==> config.mk <==
export PLATFORM = sky130hd
export DESIGN_NAME = schedule_table_engine
export DESIGN_NICKNAME = d
export VERILOG_FILES = /design/src/rtl/ste_pkg.sv /design/src/rtl/ste_ram.sv /design/src/rtl/ste_alu.sv /design/src/rtl/schedule_table_engine.sv
export VERILOG_INCLUDE_DIRS = /design/src /design/src/rtl
export SDC_FILE = /design/constraint.sdc
export NUM_CORES = 1
export LEC_CHECK = 0
export BUFFER_PORTS_ARGS = -buffer_cell sky130_fd_sc_hd__buf_2
export CORE_AREA = 2 2 289 291
export DETAILED_ROUTE_END_ITERATION = 8
export DIE_AREA = 0 0 291 293
export PLACE_DENSITY = 0.71
export RECOVER_POWER = 100
export SLEW_MARGIN = 15
export SYNTH_ARGS = -nofsm -noshare
export SYNTH_HDL_FRONTEND = slang
export SYNTH_SLANG_ARGS = --single-unit
==> constraint.sdc <==
create_clock -name clk -period 8.93 [get_ports clk]
set_input_delay 0.4465 -clock clk [delete_from_list [all_inputs] [get_ports clk]]
set_output_delay 0.4465 -clock clk [all_outputs]
set_load 0.02 [all_outputs]
==> src/rtl/schedule_table_engine_assert.svh <==
// Assertion macros shared by the schedule table engine RTL.
`ifndef SCHEDULE_TABLE_ENGINE_ASSERT_SVH
`define SCHEDULE_TABLE_ENGINE_ASSERT_SVH

// Same-cycle implication, disabled while reset is asserted.
`define STE_ASSERT_IMPLY(label, clk, rst_n, ante, cons) \
	label: assert property (@(posedge clk) disable iff (!rst_n) (ante) |-> (cons)) \
		else $error("schedule table engine assertion failed");

// Next-cycle implication, disabled while reset is asserted.
`define STE_ASSERT_NEXT(label, clk, rst_n, ante, cons) \
	label: assert property (@(posedge clk) disable iff (!rst_n) (ante) |=> (cons)) \
		else $error("schedule table engine assertion failed");

`endif

==> src/rtl/ste_pkg.sv <==
// Shared types and constants of the schedule table engine.
`default_nettype none

package ste_pkg;

	localparam int RESULT_CAP = 16;
	localparam int CAP_W      = 5;
	localparam int IDX_W      = 4;

	typedef enum logic [2:0] {
		OP_TICK        = 3'd0,
		OP_START_REL   = 3'd1,
		OP_START_ABS   = 3'd2,
		OP_STOP        = 3'd3,
		OP_WRITE_POINT = 3'd4
	} op_t;

	typedef enum logic [1:0] {
		ERR_OK          = 2'd0,
		ERR_BAD_VALUE   = 2'd1,
		ERR_WRONG_STATE = 2'd2,
		ERR_STOPPED     = 2'd3
	} err_t;

	localparam logic [2:0] CFG_COUNTER_MAX    = 3'd0;
	localparam logic [2:0] CFG_TABLE_DURATION = 3'd1;
	localparam logic [2:0] CFG_REPEAT_MODE    = 3'd2;
	localparam logic [2:0] CFG_POINT_COUNT    = 3'd3;

	typedef struct packed {
		logic invert_b;
		logic carry_in;
	} alu_ctl_t;

	localparam alu_ctl_t ALU_ADD  = '{invert_b: 1'b0, carry_in: 1'b0};
	localparam alu_ctl_t ALU_ADD1 = '{invert_b: 1'b0, carry_in: 1'b1};
	localparam alu_ctl_t ALU_SUB  = '{invert_b: 1'b1, carry_in: 1'b1};

endpackage

`default_nettype wire

==> src/rtl/ste_ram.sv <==
// Generic single-write, single-read RAM with registered read data.
`default_nettype none

module ste_ram #(
	parameter int WIDTH = 32,
	parameter int DEPTH = 16,
	localparam int AW = (DEPTH > 1) ? $clog2(DEPTH) : 1
) (
	input  wire logic             clk,
	input  wire logic             we,
	input  wire logic [AW-1:0]    waddr,
	input  wire logic [WIDTH-1:0] wdata,
	input  wire logic             re,
	input  wire logic [AW-1:0]    raddr,
	output logic      [WIDTH-1:0] rdata
);

	logic [WIDTH-1:0] mem_q [DEPTH];
	logic [WIDTH-1:0] rdata_q;

	always_ff @(posedge clk) begin
		if (we) begin
			mem_q[waddr] <= wdata;
		end
		if (re) begin
			rdata_q <= mem_q[raddr];
		end
	end

	assign rdata = rdata_q;

endmodule

`default_nettype wire

==> src/rtl/ste_alu.sv <==
// Shared add/subtract unit with carry and zero flags.
`default_nettype none

module ste_alu
	import ste_pkg::*;
#(
	parameter int W = 32
) (
	input  wire logic     [W-1:0] a,
	input  wire logic     [W-1:0] b,
	input  wire alu_ctl_t         ctl,
	output logic          [W-1:0] sum,
	output logic                  carry,
	output logic                  zero
);

	logic [W-1:0] b_eff;
	logic [W:0]   full;

	assign b_eff = ctl.invert_b ? ~b : b;
	assign full  = {1'b0, a} + {1'b0, b_eff} + (W+1)'(ctl.carry_in);
	assign sum   = full[W-1:0];
	assign carry = full[W];
	assign zero  = (full[W-1:0] == '0);

endmodule

`default_nettype wire

==> src/rtl/schedule_table_engine.sv <==
// Top level of the counter-driven schedule table engine.
//
// Input channel (in_valid/in_stall) takes one op per transaction: tick, relative
// start, absolute start, stop or expiry-point write. Output channel
// (out_valid/out_stall) returns one or more result transactions per op; the
// final one has last set. Configuration is a separate valid/ready write port,
// always ready. The user must write it only while the engine is idle; the
// block itself does not enforce this. One op is handled at a time; in_stall is
// high from acceptance until the final result is registered. Each op steps
// through the single shared adder and the single read port of the point memory:
//   stop, write, unknown op, tick while stopped: straight to the result
//   absolute start: A1, A2, A3 and, if needed, A4; relative start: R1, R2
//   tick during start delay: T1; once it expires, also the point checks
//   tick after delay: T1, optional T2, T3, a read and compare per point checked
// A stalled receiver holds the output register; the engine waits with it.
// Reset clears the run state and the output valid; configuration registers go
// to defaults. Point offsets are not cleared and must be written before use.
`default_nettype none
`include "schedule_table_engine_assert.svh"

module schedule_table_engine
	import ste_pkg::*;
#(
	parameter int MAX_POINTS = 16,
	parameter int TICK_BITS  = 32
) (
	input  wire logic        clk,
	input  wire logic        arst_n,
	input  wire logic        cfg_valid,
	output logic             cfg_ready,
	input  wire logic [2:0]  cfg_index,
	input  wire logic [31:0] cfg_data,
	input  wire logic        in_valid,
	output logic             in_stall,
	input  wire logic [2:0]  op,
	input  wire logic [31:0] operand_value,
	input  wire logic [31:0] counter_now,
	input  wire logic [3:0]  point_slot,
	output logic             out_valid,
	input  wire logic        out_stall,
	output logic             fired,
	output logic [IDX_W-1:0] point_index,
	output logic             last,
	output logic             proceed,
	output logic             running,
	output logic [1:0]       error_code
);

	localparam int PW  = (MAX_POINTS > 1) ? $clog2(MAX_POINTS) : 1;
	localparam int PCW = ($clog2(MAX_POINTS + 1) > CAP_W) ? $clog2(MAX_POINTS + 1) : CAP_W;
	localparam int TW  = TICK_BITS;

	typedef enum logic [12:0] {
		S_IDLE  = 13'b0000000000001,
		S_R1    = 13'b0000000000010,
		S_R2    = 13'b0000000000100,
		S_A1    = 13'b0000000001000,
		S_A2    = 13'b0000000010000,
		S_A3    = 13'b0000000100000,
		S_A4    = 13'b0000001000000,
		S_T1    = 13'b0000010000000,
		S_T2    = 13'b0000100000000,
		S_T3    = 13'b0001000000000,
		S_F_RD  = 13'b0010000000000,
		S_F_CMP = 13'b0100000000000,
		S_DONE  = 13'b1000000000000
	} state_t;

	state_t            state_q;
	logic [TW-1:0]     counter_max_q;
	logic [TW-1:0]     table_duration_q;
	logic              repeat_mode_q;
	logic [4:0]        point_count_q;
	logic              run_q;
	logic [TW-1:0]     delay_q;
	logic [TW-1:0]     table_tick_q;
	logic [PW-1:0]     np_q;
	logic [CAP_W-1:0]  n_q;
	logic              pend_q;
	logic              out_valid_q;

	logic [TW-1:0]     val_q;
	logic [TW-1:0]     now_q;
	logic [TW-1:0]     acc_q;
	logic              bad_q;
	logic              ge_q;
	err_t              err_q;
	logic              proceed_q;
	logic [PW-1:0]     pend_idx_q;
	logic              fired_q;
	logic [IDX_W-1:0]  point_index_q;
	logic              last_q;
	logic              proceed_out_q;
	logic              running_q;
	err_t              error_code_q;

	op_t               op_in;
	logic              in_acc;
	logic              out_free;
	logic              push_mid;
	logic              push_fin;
	logic [PCW-1:0]    pc0;
	logic [PCW-1:0]    pc;
	logic [CAP_W-1:0]  cap;
	logic [CAP_W-1:0]  n_inc;
	logic [PW-1:0]     np_eff;
	logic [PCW-1:0]    np_plus;
	logic [PW-1:0]     np_inc;
	logic              delay_nz;
	logic              rel_bad;
	logic              rel_start;
	logic              abs_fin;
	logic              abs_start;
	logic [TW-1:0]     abs_delay;
	logic              match_take;

	logic [TW-1:0]     alu_a;
	logic [TW-1:0]     alu_b;
	alu_ctl_t          alu_ctl;
	logic [TW-1:0]     alu_sum;
	logic              alu_carry;
	logic              alu_zero;

	logic              ram_we;
	logic              ram_re;
	logic [PW-1:0]     ram_raddr;
	logic [TW-1:0]     ram_rdata;

	assign op_in     = op_t'(op);
	assign in_stall  = (state_q != S_IDLE);
	assign in_acc    = in_valid && !in_stall;
	assign cfg_ready = 1'b1;
	assign out_free  = !out_valid_q || !out_stall;

	assign pc0 = (point_count_q == '0) ? PCW'(1) : PCW'(point_count_q);
	assign pc  = (pc0 > PCW'(MAX_POINTS)) ? PCW'(MAX_POINTS) : pc0;
	assign cap = (pc < PCW'(RESULT_CAP)) ? CAP_W'(pc) : CAP_W'(RESULT_CAP);
	assign n_inc = n_q + CAP_W'(1);

	assign np_eff  = (PCW'(np_q) >= pc) ? '0 : np_q;
	assign np_plus = PCW'(np_q) + PCW'(1);
	assign np_inc  = (np_plus >= pc) ? '0 : PW'(np_plus);

	assign delay_nz   = (delay_q != '0);
	assign rel_bad    = bad_q || !alu_carry;
	assign rel_start  = (state_q == S_R2) && !rel_bad && !run_q;
	assign abs_fin    = ((state_q == S_A3) && ge_q) || (state_q == S_A4);
	assign abs_start  = abs_fin && !bad_q && !run_q;
	assign abs_delay  = (state_q == S_A4) ? alu_sum : acc_q;
	assign match_take = (state_q == S_F_CMP) && alu_zero && (!pend_q || out_free);

	assign push_mid = (state_q == S_F_CMP) && alu_zero && pend_q && out_free;
	assign push_fin = (state_q == S_DONE) && out_free;

	always_comb begin
		alu_a   = acc_q;
		alu_b   = val_q;
		alu_ctl = ALU_ADD;
		case (state_q)
			S_R1: begin
				alu_a   = counter_max_q;
				alu_b   = ram_rdata;
				alu_ctl = ALU_SUB;
			end
			S_R2: begin
				alu_a   = acc_q;
				alu_b   = val_q;
				alu_ctl = ALU_SUB;
			end
			S_A1: begin
				alu_a   = counter_max_q;
				alu_b   = val_q;
				alu_ctl = ALU_SUB;
			end
			S_A2: begin
				alu_a   = val_q;
				alu_b   = now_q;
				alu_ctl = ALU_SUB;
			end
			S_A3: begin
				alu_a   = counter_max_q;
				alu_b   = now_q;
				alu_ctl = ALU_SUB;
			end
			S_A4: begin
				alu_a   = acc_q;
				alu_b   = val_q;
				alu_ctl = ALU_ADD1;
			end
			S_T1: begin
				alu_ctl = ALU_SUB;
				if (delay_nz) begin
					alu_a = delay_q;
					alu_b = TW'(1);
				end else begin
					alu_a = table_tick_q;
					alu_b = table_duration_q;
				end
			end
			S_T2: begin
				alu_a   = table_tick_q;
				alu_b   = TW'(1);
				alu_ctl = ALU_ADD;
			end
			S_T3: begin
				alu_a   = table_tick_q;
				alu_b   = table_duration_q;
				alu_ctl = ALU_SUB;
			end
			S_F_CMP: begin
				alu_a   = table_tick_q;
				alu_b   = ram_rdata;
				alu_ctl = ALU_SUB;
			end
			default: begin
				alu_a   = acc_q;
				alu_b   = val_q;
				alu_ctl = ALU_ADD;
			end
		endcase
	end

	ste_alu #(
		.W(TW)
	) u_alu (
		.a    (alu_a),
		.b    (alu_b),
		.ctl  (alu_ctl),
		.sum  (alu_sum),
		.carry(alu_carry),
		.zero (alu_zero)
	);

	assign ram_we    = in_acc && (op_in == OP_WRITE_POINT) && (32'(point_slot) < MAX_POINTS);
	assign ram_re    = (in_acc && (op_in == OP_START_REL)) || (state_q == S_F_RD);
	assign ram_raddr = (state_q == S_F_RD) ? np_eff : '0;

	ste_ram #(
		.WIDTH(TW),
		.DEPTH(MAX_POINTS)
	) u_points (
		.clk  (clk),
		.we   (ram_we),
		.waddr(PW'(point_slot)),
		.wdata(TW'(operand_value)),
		.re   (ram_re),
		.raddr(ram_raddr),
		.rdata(ram_rdata)
	);

	always_ff @(posedge clk or negedge arst_n) begin
		if (!arst_n) begin
			state_q          <= S_IDLE;
			counter_max_q    <= TW'(32'hFFFF_FFFF);
			table_duration_q <= TW'(1);
			repeat_mode_q    <= 1'b0;
			point_count_q    <= 5'd1;
			run_q            <= 1'b0;
			delay_q          <= '0;
			table_tick_q     <= '0;
			np_q             <= '0;
			n_q              <= '0;
			pend_q           <= 1'b0;
			out_valid_q      <= 1'b0;
		end else begin
			if (cfg_valid && cfg_ready) begin
				case (cfg_index)
					CFG_COUNTER_MAX:    counter_max_q    <= TW'(cfg_data);
					CFG_TABLE_DURATION: table_duration_q <= TW'(cfg_data);
					CFG_REPEAT_MODE:    repeat_mode_q    <= cfg_data[0];
					CFG_POINT_COUNT:    point_count_q    <= cfg_data[4:0];
					default: ;
				endcase
			end

			case (state_q)
				S_IDLE: begin
					if (in_acc) begin
						n_q    <= '0;
						pend_q <= 1'b0;
						case (op_in)
							OP_TICK:      state_q <= run_q ? S_T1 : S_DONE;
							OP_START_REL: state_q <= S_R1;
							OP_START_ABS: state_q <= S_A1;
							OP_STOP: begin
								run_q   <= 1'b0;
								state_q <= S_DONE;
							end
							default:      state_q <= S_DONE;
						endcase
					end
				end
				S_R1: state_q <= S_R2;
				S_R2: begin
					if (rel_start) begin
						delay_q      <= val_q;
						table_tick_q <= '0;
						np_q         <= '0;
						run_q        <= 1'b1;
					end
					state_q <= S_DONE;
				end
				S_A1: state_q <= S_A2;
				S_A2: state_q <= S_A3;
				S_A3: state_q <= ge_q ? S_DONE : S_A4;
				S_A4: state_q <= S_DONE;
				S_T1: begin
					if (delay_nz) begin
						delay_q <= alu_sum;
						state_q <= alu_zero ? S_F_RD : S_DONE;
					end else begin
						state_q <= alu_carry ? S_T3 : S_T2;
					end
				end
				S_T2: begin
					table_tick_q <= alu_sum;
					state_q      <= S_T3;
				end
				S_T3: begin
					if (alu_zero) begin
						if (repeat_mode_q) begin
							table_tick_q <= '0;
						end else begin
							run_q <= 1'b0;
						end
					end
					state_q <= S_F_RD;
				end
				S_F_RD: begin
					np_q    <= np_eff;
					state_q <= S_F_CMP;
				end
				S_F_CMP: begin
					if (!alu_zero) begin
						state_q <= S_DONE;
					end else if (match_take) begin
						pend_q  <= 1'b1;
						n_q     <= n_inc;
						np_q    <= np_inc;
						state_q <= (n_inc == cap) ? S_DONE : S_F_RD;
					end
				end
				S_DONE: begin
					if (out_free) begin
						state_q <= S_IDLE;
					end
				end
				default: state_q <= S_IDLE;
			endcase

			if (abs_start) begin
				delay_q      <= abs_delay;
				table_tick_q <= '0;
				np_q         <= '0;
				run_q        <= 1'b1;
			end

			if (push_mid || push_fin) begin
				out_valid_q <= 1'b1;
			end else if (!out_stall) begin
				out_valid_q <= 1'b0;
			end
		end
	end

	always_ff @(posedge clk) begin
		case (state_q)
			S_IDLE: begin
				if (in_acc) begin
					val_q <= TW'(operand_value);
					now_q <= TW'(counter_now);
					case (op_in)
						OP_TICK: begin
							err_q     <= ERR_OK;
							proceed_q <= 1'b0;
						end
						OP_STOP: begin
							err_q     <= run_q ? ERR_OK : ERR_STOPPED;
							proceed_q <= 1'b0;
						end
						OP_WRITE_POINT: begin
							err_q     <= ERR_OK;
							proceed_q <= run_q;
						end
						OP_START_REL, OP_START_ABS: begin
							err_q     <= ERR_OK;
							proceed_q <= run_q;
						end
						default: begin
							err_q     <= ERR_BAD_VALUE;
							proceed_q <= run_q;
						end
					endcase
				end
			end
			S_R1: begin
				acc_q <= alu_sum;
				bad_q <= (val_q == '0) || !alu_carry;
			end
			S_R2: begin
				err_q     <= rel_bad ? ERR_BAD_VALUE : (run_q ? ERR_WRONG_STATE : ERR_OK);
				proceed_q <= rel_bad ? run_q : 1'b1;
			end
			S_A1: bad_q <= !alu_carry;
			S_A2: begin
				acc_q <= alu_sum;
				ge_q  <= alu_carry;
			end
			S_A3: begin
				if (!ge_q) begin
					acc_q <= alu_sum;
				end
			end
			S_T1: proceed_q <= 1'b1;
			S_T3: begin
				if (alu_zero && !repeat_mode_q) begin
					proceed_q <= 1'b0;
				end
			end
			S_F_CMP: begin
				if (match_take) begin
					pend_idx_q <= np_q;
				end
			end
			default: ;
		endcase

		if (abs_fin) begin
			err_q     <= bad_q ? ERR_BAD_VALUE : (run_q ? ERR_WRONG_STATE : ERR_OK);
			proceed_q <= bad_q ? run_q : 1'b1;
		end

		if (push_mid) begin
			fired_q       <= 1'b1;
			point_index_q <= IDX_W'(pend_idx_q);
			last_q        <= 1'b0;
			proceed_out_q <= proceed_q;
			running_q     <= run_q;
			error_code_q  <= err_q;
		end else if (push_fin) begin
			fired_q       <= pend_q;
			point_index_q <= pend_q ? IDX_W'(pend_idx_q) : '0;
			last_q        <= 1'b1;
			proceed_out_q <= proceed_q;
			running_q     <= run_q;
			error_code_q  <= err_q;
		end
	end

	assign out_valid   = out_valid_q;
	assign fired       = fired_q;
	assign point_index = point_index_q;
	assign last        = last_q;
	assign proceed     = proceed_out_q;
	assign running     = running_q;
	assign error_code  = error_code_q;

	`STE_ASSERT_NEXT(a_busy_after_accept, clk, arst_n, in_acc, state_q != S_IDLE)
	`STE_ASSERT_IMPLY(a_fire_no_error, clk, arst_n, out_valid && fired, error_code == ERR_OK)
	`STE_ASSERT_IMPLY(a_fire_under_cap, clk, arst_n, state_q == S_F_CMP, n_q < cap)
	`STE_ASSERT_IMPLY(a_start_clears, clk, arst_n, $rose(run_q), table_tick_q == '0 && np_q == '0)

endmodule

`default_nettype wire
# Word-level counts from Yosys, hierarchy flattened
# Memory sizes are Yosys's and may differ from the RTL's. A register that Yosys moved wholly into a read port is not among the register bits.
# Cells that the tools add are included.
totals:
  regBits: 274
  n_memories: 1
  wordCells: 231
  mem_bits_rw: 512
memory_table:
  columns: ["name", "depth", "word_bits", "rd", "rd_clocked_by_memory_dff", "wr", "line_no", "text"]
  rows:
  - ["u_points.mem_q", 16, 32, 1, 1, 1, "ste_ram.sv:18", "logic [WIDTH-1:0] mem_q [DEPTH];"]
classes:
  n_reduce_logical: 70
  bitwise: 1
  n_eq_ne: 40
  order_cmp: 4
  muxes: 85
  n_addsub: 4
op_table:
  columns: ["op", "count"]
  rows:
  - ["32-bit two-way mux", 12]
  - ["32-bit case mux with 5 select lines", 1]
  - ["13-bit case mux with 12 select lines", 1]
  - ["32-bit case mux with 2 select lines", 2]
  - ["32-bit case mux with 4 select lines", 1]
  - ["13-bit two-way mux", 9]
  - ["32-bit case mux with 3 select lines", 1]
  - ["32-bit logical NOT", 2]
  - ["4-bit two-way mux", 10]
  - ["13-bit case mux with 3 select lines", 1]
  - ["3-bit != test (second input constant)", 12]
  - ["32-bit by 32-bit adder with 33-bit output", 1]
  - ["33-bit by 1-bit adder with 33-bit output", 1]
  - ["32-bit inverter", 1]
  - ["32-bit nonzero test", 1]
  - ["5-bit two-way mux", 6]
  - ["1-bit two-way mux", 23]
  - ["2-bit two-way mux", 8]
  - ["2-bit AND reduction", 8]
  - ["1-bit logical AND", 14]
  - ["13-bit by 1-bit equality test with 1-bit output (second input constant)", 1]
  - ["13-bit by 10-bit equality test with 1-bit output (second input constant)", 1]
  - ["13-bit by 11-bit equality test with 1-bit output (second input constant)", 1]
  - ["13-bit by 12-bit equality test with 1-bit output (second input constant)", 1]
  - ["other kinds (44)", 85]

# Logic depth before layout (Yosys ltp)
logic_depth:
  word_depth: 15
  ltp_mapped: 28

# Cells and area by module
# Synthesis repeated with hierarchy kept, for this count alone.
unflattened:
  hier_cells: 2326
  area_unflattened_um2: 36033.3
by_module_without_submodules:
  columns: ["module", "area_per_inst_um2", "cells_each", "instances", "seq_area_each_um2"]
  rows:
  - ["ste_ram", 20155.6, 838, 1, 16335.7]
  - ["schedule_table_engine", 13680.6, 1183, 1, 7455.9]
  - ["ste_alu", 2197.1, 305, 1, 0.0]

# Least setup slack after synthesis
# No wires, ideal clock.
synth_timing:
  kind: "flip-flop to flip-flop"
  startpoint: "reg state_q[6]"
  endpoint: "reg error_code_q[0] (netlist: error_code[0]), enable pin"
  period_less_slack_ns: 7.061
  path_slack_ns: 1.869
  t_arrival_ns: 6.686
  stages_incl_launch_ff: 26
  path_buffers: 2
  required_ns: 8.554
  cell_sequence: "dfrtp_1 > nor3_1 > nand3_1 > or3_1 > or3b_2 > nand2_1 > nor4_1 > nand3_1 > clkbuf_1 > o21ai_0 > xor2_1 > fa_1 > inv_1 > fa_1 > a21o_1 > and4_1 > or3_1 > a221oi_1 > o2111ai_1 > a2111oi_0 > or4b_1 > a2111oi_2 > buf_4 > and2_1 > a21oi_1 > a21oi_1"
synth_via:
  elab_chain_cells: 12
synth_lines:
  columns: ["element", "line_no", "text"]
  rows:
  - ["start: declaration", "schedule_table_engine.sv:69", "state_t state_q;"]
  - ["start signal: assignment", "schedule_table_engine.sv:282", "OP_TICK: state_q <= run_q ? S_T1 : S_DONE;"]
  - ["start signal: assignment", "schedule_table_engine.sv:305", "S_A3: state_q <= ge_q ? S_DONE : S_A4;"]
  - ["start signal: assignment", "schedule_table_engine.sv:310", "state_q <= alu_zero ? S_F_RD : S_DONE;"]
  - ["13-bit by 12-bit equality test with 1-bit output, or another cell as far along", "schedule_table_engine.sv:152, schedule_table_engine.sv:159", null]
  - ["2-bit OR reduction (no source line)", null, null]
  - ["32-bit case mux with 5 select lines", "schedule_table_engine.sv:159", "case (state_q)"]
  - ["32-bit inverter", "ste_alu.sv:20", "assign b_eff = ctl.invert_b ? ~b : b;"]
  - ["32-bit two-way mux", "ste_alu.sv:20", null]
  - ["32-bit by 32-bit adder with 33-bit output", "ste_alu.sv:21", "assign full = {1'b0, a} + {1'b0, b_eff} + (W+1)'(ctl.carry_in);"]
  - ["33-bit by 1-bit adder with 33-bit output", "ste_alu.sv:21", null]
  - ["32-bit logical NOT", "ste_alu.sv:24", "assign zero = (full[W-1:0] == '0);"]
  - ["1-bit logical AND (3 in a row)", "schedule_table_engine.sv:152", "assign push_mid = (state_q == S_F_CMP) && alu_zero && pend_q && out_free;"]
  - ["2-bit nonzero test (no source line) (*)", null, null]
  - ["end signal: assignment", "schedule_table_engine.sv:439", "error_code_q <= err_q;"]
  - ["end signal: assignment", "schedule_table_engine.sv:446", "error_code_q <= err_q;"]
  - ["end: declaration", "schedule_table_engine.sv:95", "err_t error_code_q;"]
# Every way passes the cells marked *; elsewhere a longest branch is shown, timed or not.
# A chain may end at the register's enable or synchronous reset.

# Final worst setup path
layout_timing:
  startpoint: "reg state_q[5]"
  endpoint: "reg error_code_q[0] (netlist: error_code[0]), enable pin"
# Same word-level chain as after synthesis.

==> impl_summary.txt <==
----------------------------------------------------
[CTS]
  H-tree depth reported by CTS ... 3
  Total CTS buffers ... 84
  Maximum buffer depth of the clock tree ... 3
  Insertion delay to the later sink of the worst-skew pair ... ~650 ps
  Clock-pin slew on the worst setup and hold paths ... 60 ps
  Clock net sink count ... ~820
  Clock root cell ... clkbuf_16
  TritonCTS clock tree ... built

[Final layout]
  Area growth, synth to finish ... 12.5%
  Number of inserted filler cells in the final layout ... 6871
  Most flop-heavy register ... u_points.mem_q
  Antenna Cells ... 0
  Filler-free cell count of the finished design ... approximately 4.2k
  Net count of the finished layout ... 3211
  Finished Core Util ... 50.3%
  Max reg flops ... slightly above 500
  Share of layout cells above drive strength 1 ... between 10 and 15%

[Die]
  Core Area ... a little over 80000 µm²
  Count of boundary I/O pins ... 124
  Starting Density ... 44.7%
  Y dimension of the die ... 293 µm
  X dimension of the die ... slightly below 300 µm
  Standard-cell row count ... 105
  Die outline area ... ~85000 µm²

[Timing]
  Total of endpoints with negative setup slack in the final report ... 0
  Slew margin rel. ... -228%
  Final-layout setup total negative slack ... 0 ps
  Portion of the clock cycle consumed by the worst path in the final layout ... between 90% and 100%
  Worst Slack Setup Final ... between 500 and 600 ps
  Unrepaired setup endpoints after global routing ... no
  Final number of max-transition violations ... around 940
  Peak Freq ... 119 MHz
  Measured slew at the worst slew-check pin ... 4920 ps
  Final Hold Viols ... 0
  Clock tree skew after final layout ... 23.5 ps
  Min Clock Period, post-route ... 8380 ps

[Placed design]
  Final GP Congestion ... 0.948
  Number of I/O port buffers ... between 100 and 150
  DPL Wire Length ... roughly 63000 µm
  Post-placement setup slack ... about 550 ps
  Dpl cells ... about 4.0k

[Setup path]
  Largest fanout on the critical path ... 62
  Sort of element at the start of the critical path ... flop
  Worst EP arrival ... approximately 8700 ps
  CP Capture Type ... flop
  Category of the most critical setup path ... reg2reg
  Endpoint required time on the critical path ... slightly above 9000 ps

[Drt]
  Via count ... between 20k and 30k
  Iteration-0 DRC count of the detailed router ... around 3.9k
  DR vias/cell ... a little over 6
  Total Routed Length ... around 110000 µm
  Remaining antenna violation count ... 0
  DRT Pass-1 Iters ... 8
  Routed wire length per instance ... ~25 µm
  Post-detailed-route DRC marker count ... 0

[Outcome]
  Result of the run ... finished, violations left
  Violations in the final reports ... capacitance limit, slew limit

[Synth]
  Share of the synthesized area in the top cell type ... 53.9%
  Post-synth net total ... ~3.1k
  Cell variety after synth ... between 90 and 100
  Post-synthesis adder-cell area fraction ... 1.54%
  Cell accounting for the most synthesized area ... edfxtp_1
  Fraction of the mapped netlist area in compound gates ... ~14%
  Syn_area_per_cell ... ~12 µm²
  Xor and xnor area share after synthesis ... under 10%
  Sequential share of the synthesized area ... between 60% and 70%
  Synth Instances ... just under 3k
  Total of warnings raised by yosys ... 0
  Mux contribution to synthesized area ... roughly 4.1%
  Largest cells by area after synthesis ... edfxtp_1 (54%), dfrtp_1 (8.5%), nand2_1 (3.7%), o21ai_0 (3.2%), dfstp_2 (2.5%)
  Number of enable flip-flop cells after synthesis ... between 600 and 700
  Simple-gate share of the synthesized area ... 11.9%
  Total of flip-flops plus latches after synthesis ... 818
  Post-synthesis cell area ... between 30000 and 40000 µm²
  Ys flop type ... edfxtp_1
  Dominant combinational cell family by area after synthesis ... compound AO/OA/AOI/OAI gates
  Share of flip-flops with an asynchronous set or reset ... 19.4%

[Global route]
  Initial antenna violation count ... 3
  All-Layer GR Usage ... 24.3%
  Via count of the first global-routing pass ... approximately 25k
  First-pass GRT wire length ... 158000 µm
  Maximum number of pins on one net before global-route repair ... 131
  Global-route congestion overflow total ... 0

[Worst hold path]
  Type of the worst min-delay path ... in2reg

[Power]
  Power per cell area ... between 200 and 250 nW/µm²
  Power spent charging and discharging nets ... approximately 2.7 mW
  Reg power frac ... around 48%
  Largest vdd supply drop ... about 0.14 mV
  Combinational fraction of design power ... about 16%
  Leakage ... 14.3 nW
  Overall power consumption ... 9.51 mW
  Net switching fraction of the power ... ~28%
  Cell-internal power ... 6.82 mW
  Portion of total power attributed to the clock network ... 36.0%

[Job]
  Max-cap violations ... 24

----------------------------------------------------
==> placed cells by master, fill, tap and decap left out, types with 35 or more instances in the layout <==
cell type  Yosys  layout
a211oi_1      74      74
a21oi_1      101      99
a22o_1        46      46
a31oi_1       71      71
and3_1        68      68
buf_2         11      68
clkbuf_1     167      94
clkbuf_16      0      84
dfrtp_1      124     124
dfstp_2       35      35
edfxtp_1     657     657
ha_1          42      42
mux2_2        71      71
mux2i_1       69      69
nand2_1      356     350
nand3_1       98      96
nor2_1       176     166
nor3_1        85      85
o21ai_0      232     232
xnor2_1       41      41
==> cell usage after synthesis, types with 6 or more instances <==
cell type and instances:
a211oi_1 74, nor3_1 85, a22o_1 46, a222oi_1 34
xor2_1 15, nor4_1 25, nor2b_1 6, nand2_1 356
o21ai_1 6, and3_1 68, ha_1 42, inv_1 23
buf_2 11, clkbuf_1 167, a311oi_1 33, o22ai_1 15
o21ai_0 232, mux2i_1 69, dfrtp_1 124, nor3b_1 11
nor2_1 176, buf_1 17, a21o_1 18, nand2b_1 13
a31oi_1 71, a22oi_1 18, a21oi_1 101, o31ai_1 18
o21a_1 7, edfxtp_1 657, and2_1 21, or3_1 15
nand3_1 98, o22a_1 19, mux2_2 71, xnor2_1 41
dfstp_2 35, nand4_1 22
==> cell type report <==
type	count	area, µm²	area share (%)
Sequential cell	818	23800	57.7
Multi-Input combinational cell	1920	12100	29.3
Clock buffer	108	2240	5.44
Tap cell	1070	1340	3.25
Timing Repair Buffer	207	1180	2.85
Clock inverter	48	465	1.13
Inverter	25	93.8	0.228
==> power groups by stage <==
| stage | registers (mW) | logic [mW] | clock network [mW] |
|---|---|---|---|
| floorplan | 4.55 | 0.959 | 0 |
| global placement | 4.65 | 1.44 | 0 |
| detailed placement | 4.65 | 1.44 | 0 |
| CTS | 4.58 | 1.46 | 3.46 |
| global route | 4.61 | 1.60 | 3.62 |
| finish | 4.60 | 1.48 | 3.42 |
==> worst max-delay path: stages (launching register included) <==
cell and delay (ps):
dfrtp_1 420, nor3_1 560, nand3_1 190, or3_1 400, or3b_2 530, nand2_1 170, nor4_1 90, nand3_2 120
buf_4 460, o21ai_0 180, xnor2_1 160, ha_1 450, a21o_1 320, a21oi_1 140, a2111oi_1 890, o311ai_0 230
o311ai_1 230, o21ai_0 260, or4b_1 530, a2111oi_2 470, buf_4 290, and2_1 200, a21oi_1 100, a21oi_1 610
==> through the flow <==
stage	area (µm²)	hold slack, ps
after floorplan	36600	151
after global placement	38400	432
after detailed placement	38400	435
after CTS	41500	1.38
after global routing	41200	49.0
final	41200	50.9
==> per-layer routing <==
metal	track usage, %	wire length [µm]	vias up
li1	-	-	11500
met1	34.0	42800	12800
met2	38.3	48800	1583
met3	4.46	11100	231
met4	8.63	3340	6
met5	0	29	-
==> cells by family (layout without fill, tap and decap cells) <==
family,after synthesis,after routing
simple gates,930,930
flops,818,818
compound gates,749,749
buf+inv,226,388
mux,140,140
xor+xnor,56,56
fa+ha+maj,44,44
other cells,1,1
==> repair_timing <==
action                                  4_1_cts  5_1_grt
endpoints found under the setup margin        0        8
buffers inserted                              0        0
endpoints found under the hold margin        99        0
hold buffers                                 31        0
resized for setup                             0        1
==> worst paths after layout <==
kind / startpoint / to / slack (ps) / depth (start not counted)
max in group asynchronous: arst_n / table_tick_q[25] / 3040 / 3
min in group asynchronous: arst_n / repeat_mode_q / 2160 / 2
hold reg to reg: fired / fired / 440 / 2
setup reg to reg: state_q[5] / error_code[0] / 550 / 23
setup / recovery: state_q[5] / error_code[0] / 550 / 23
hold / removal: cfg_data[16] / table_duration_q[16] / 50 / 2
Power figures use the tool's default switching activity.
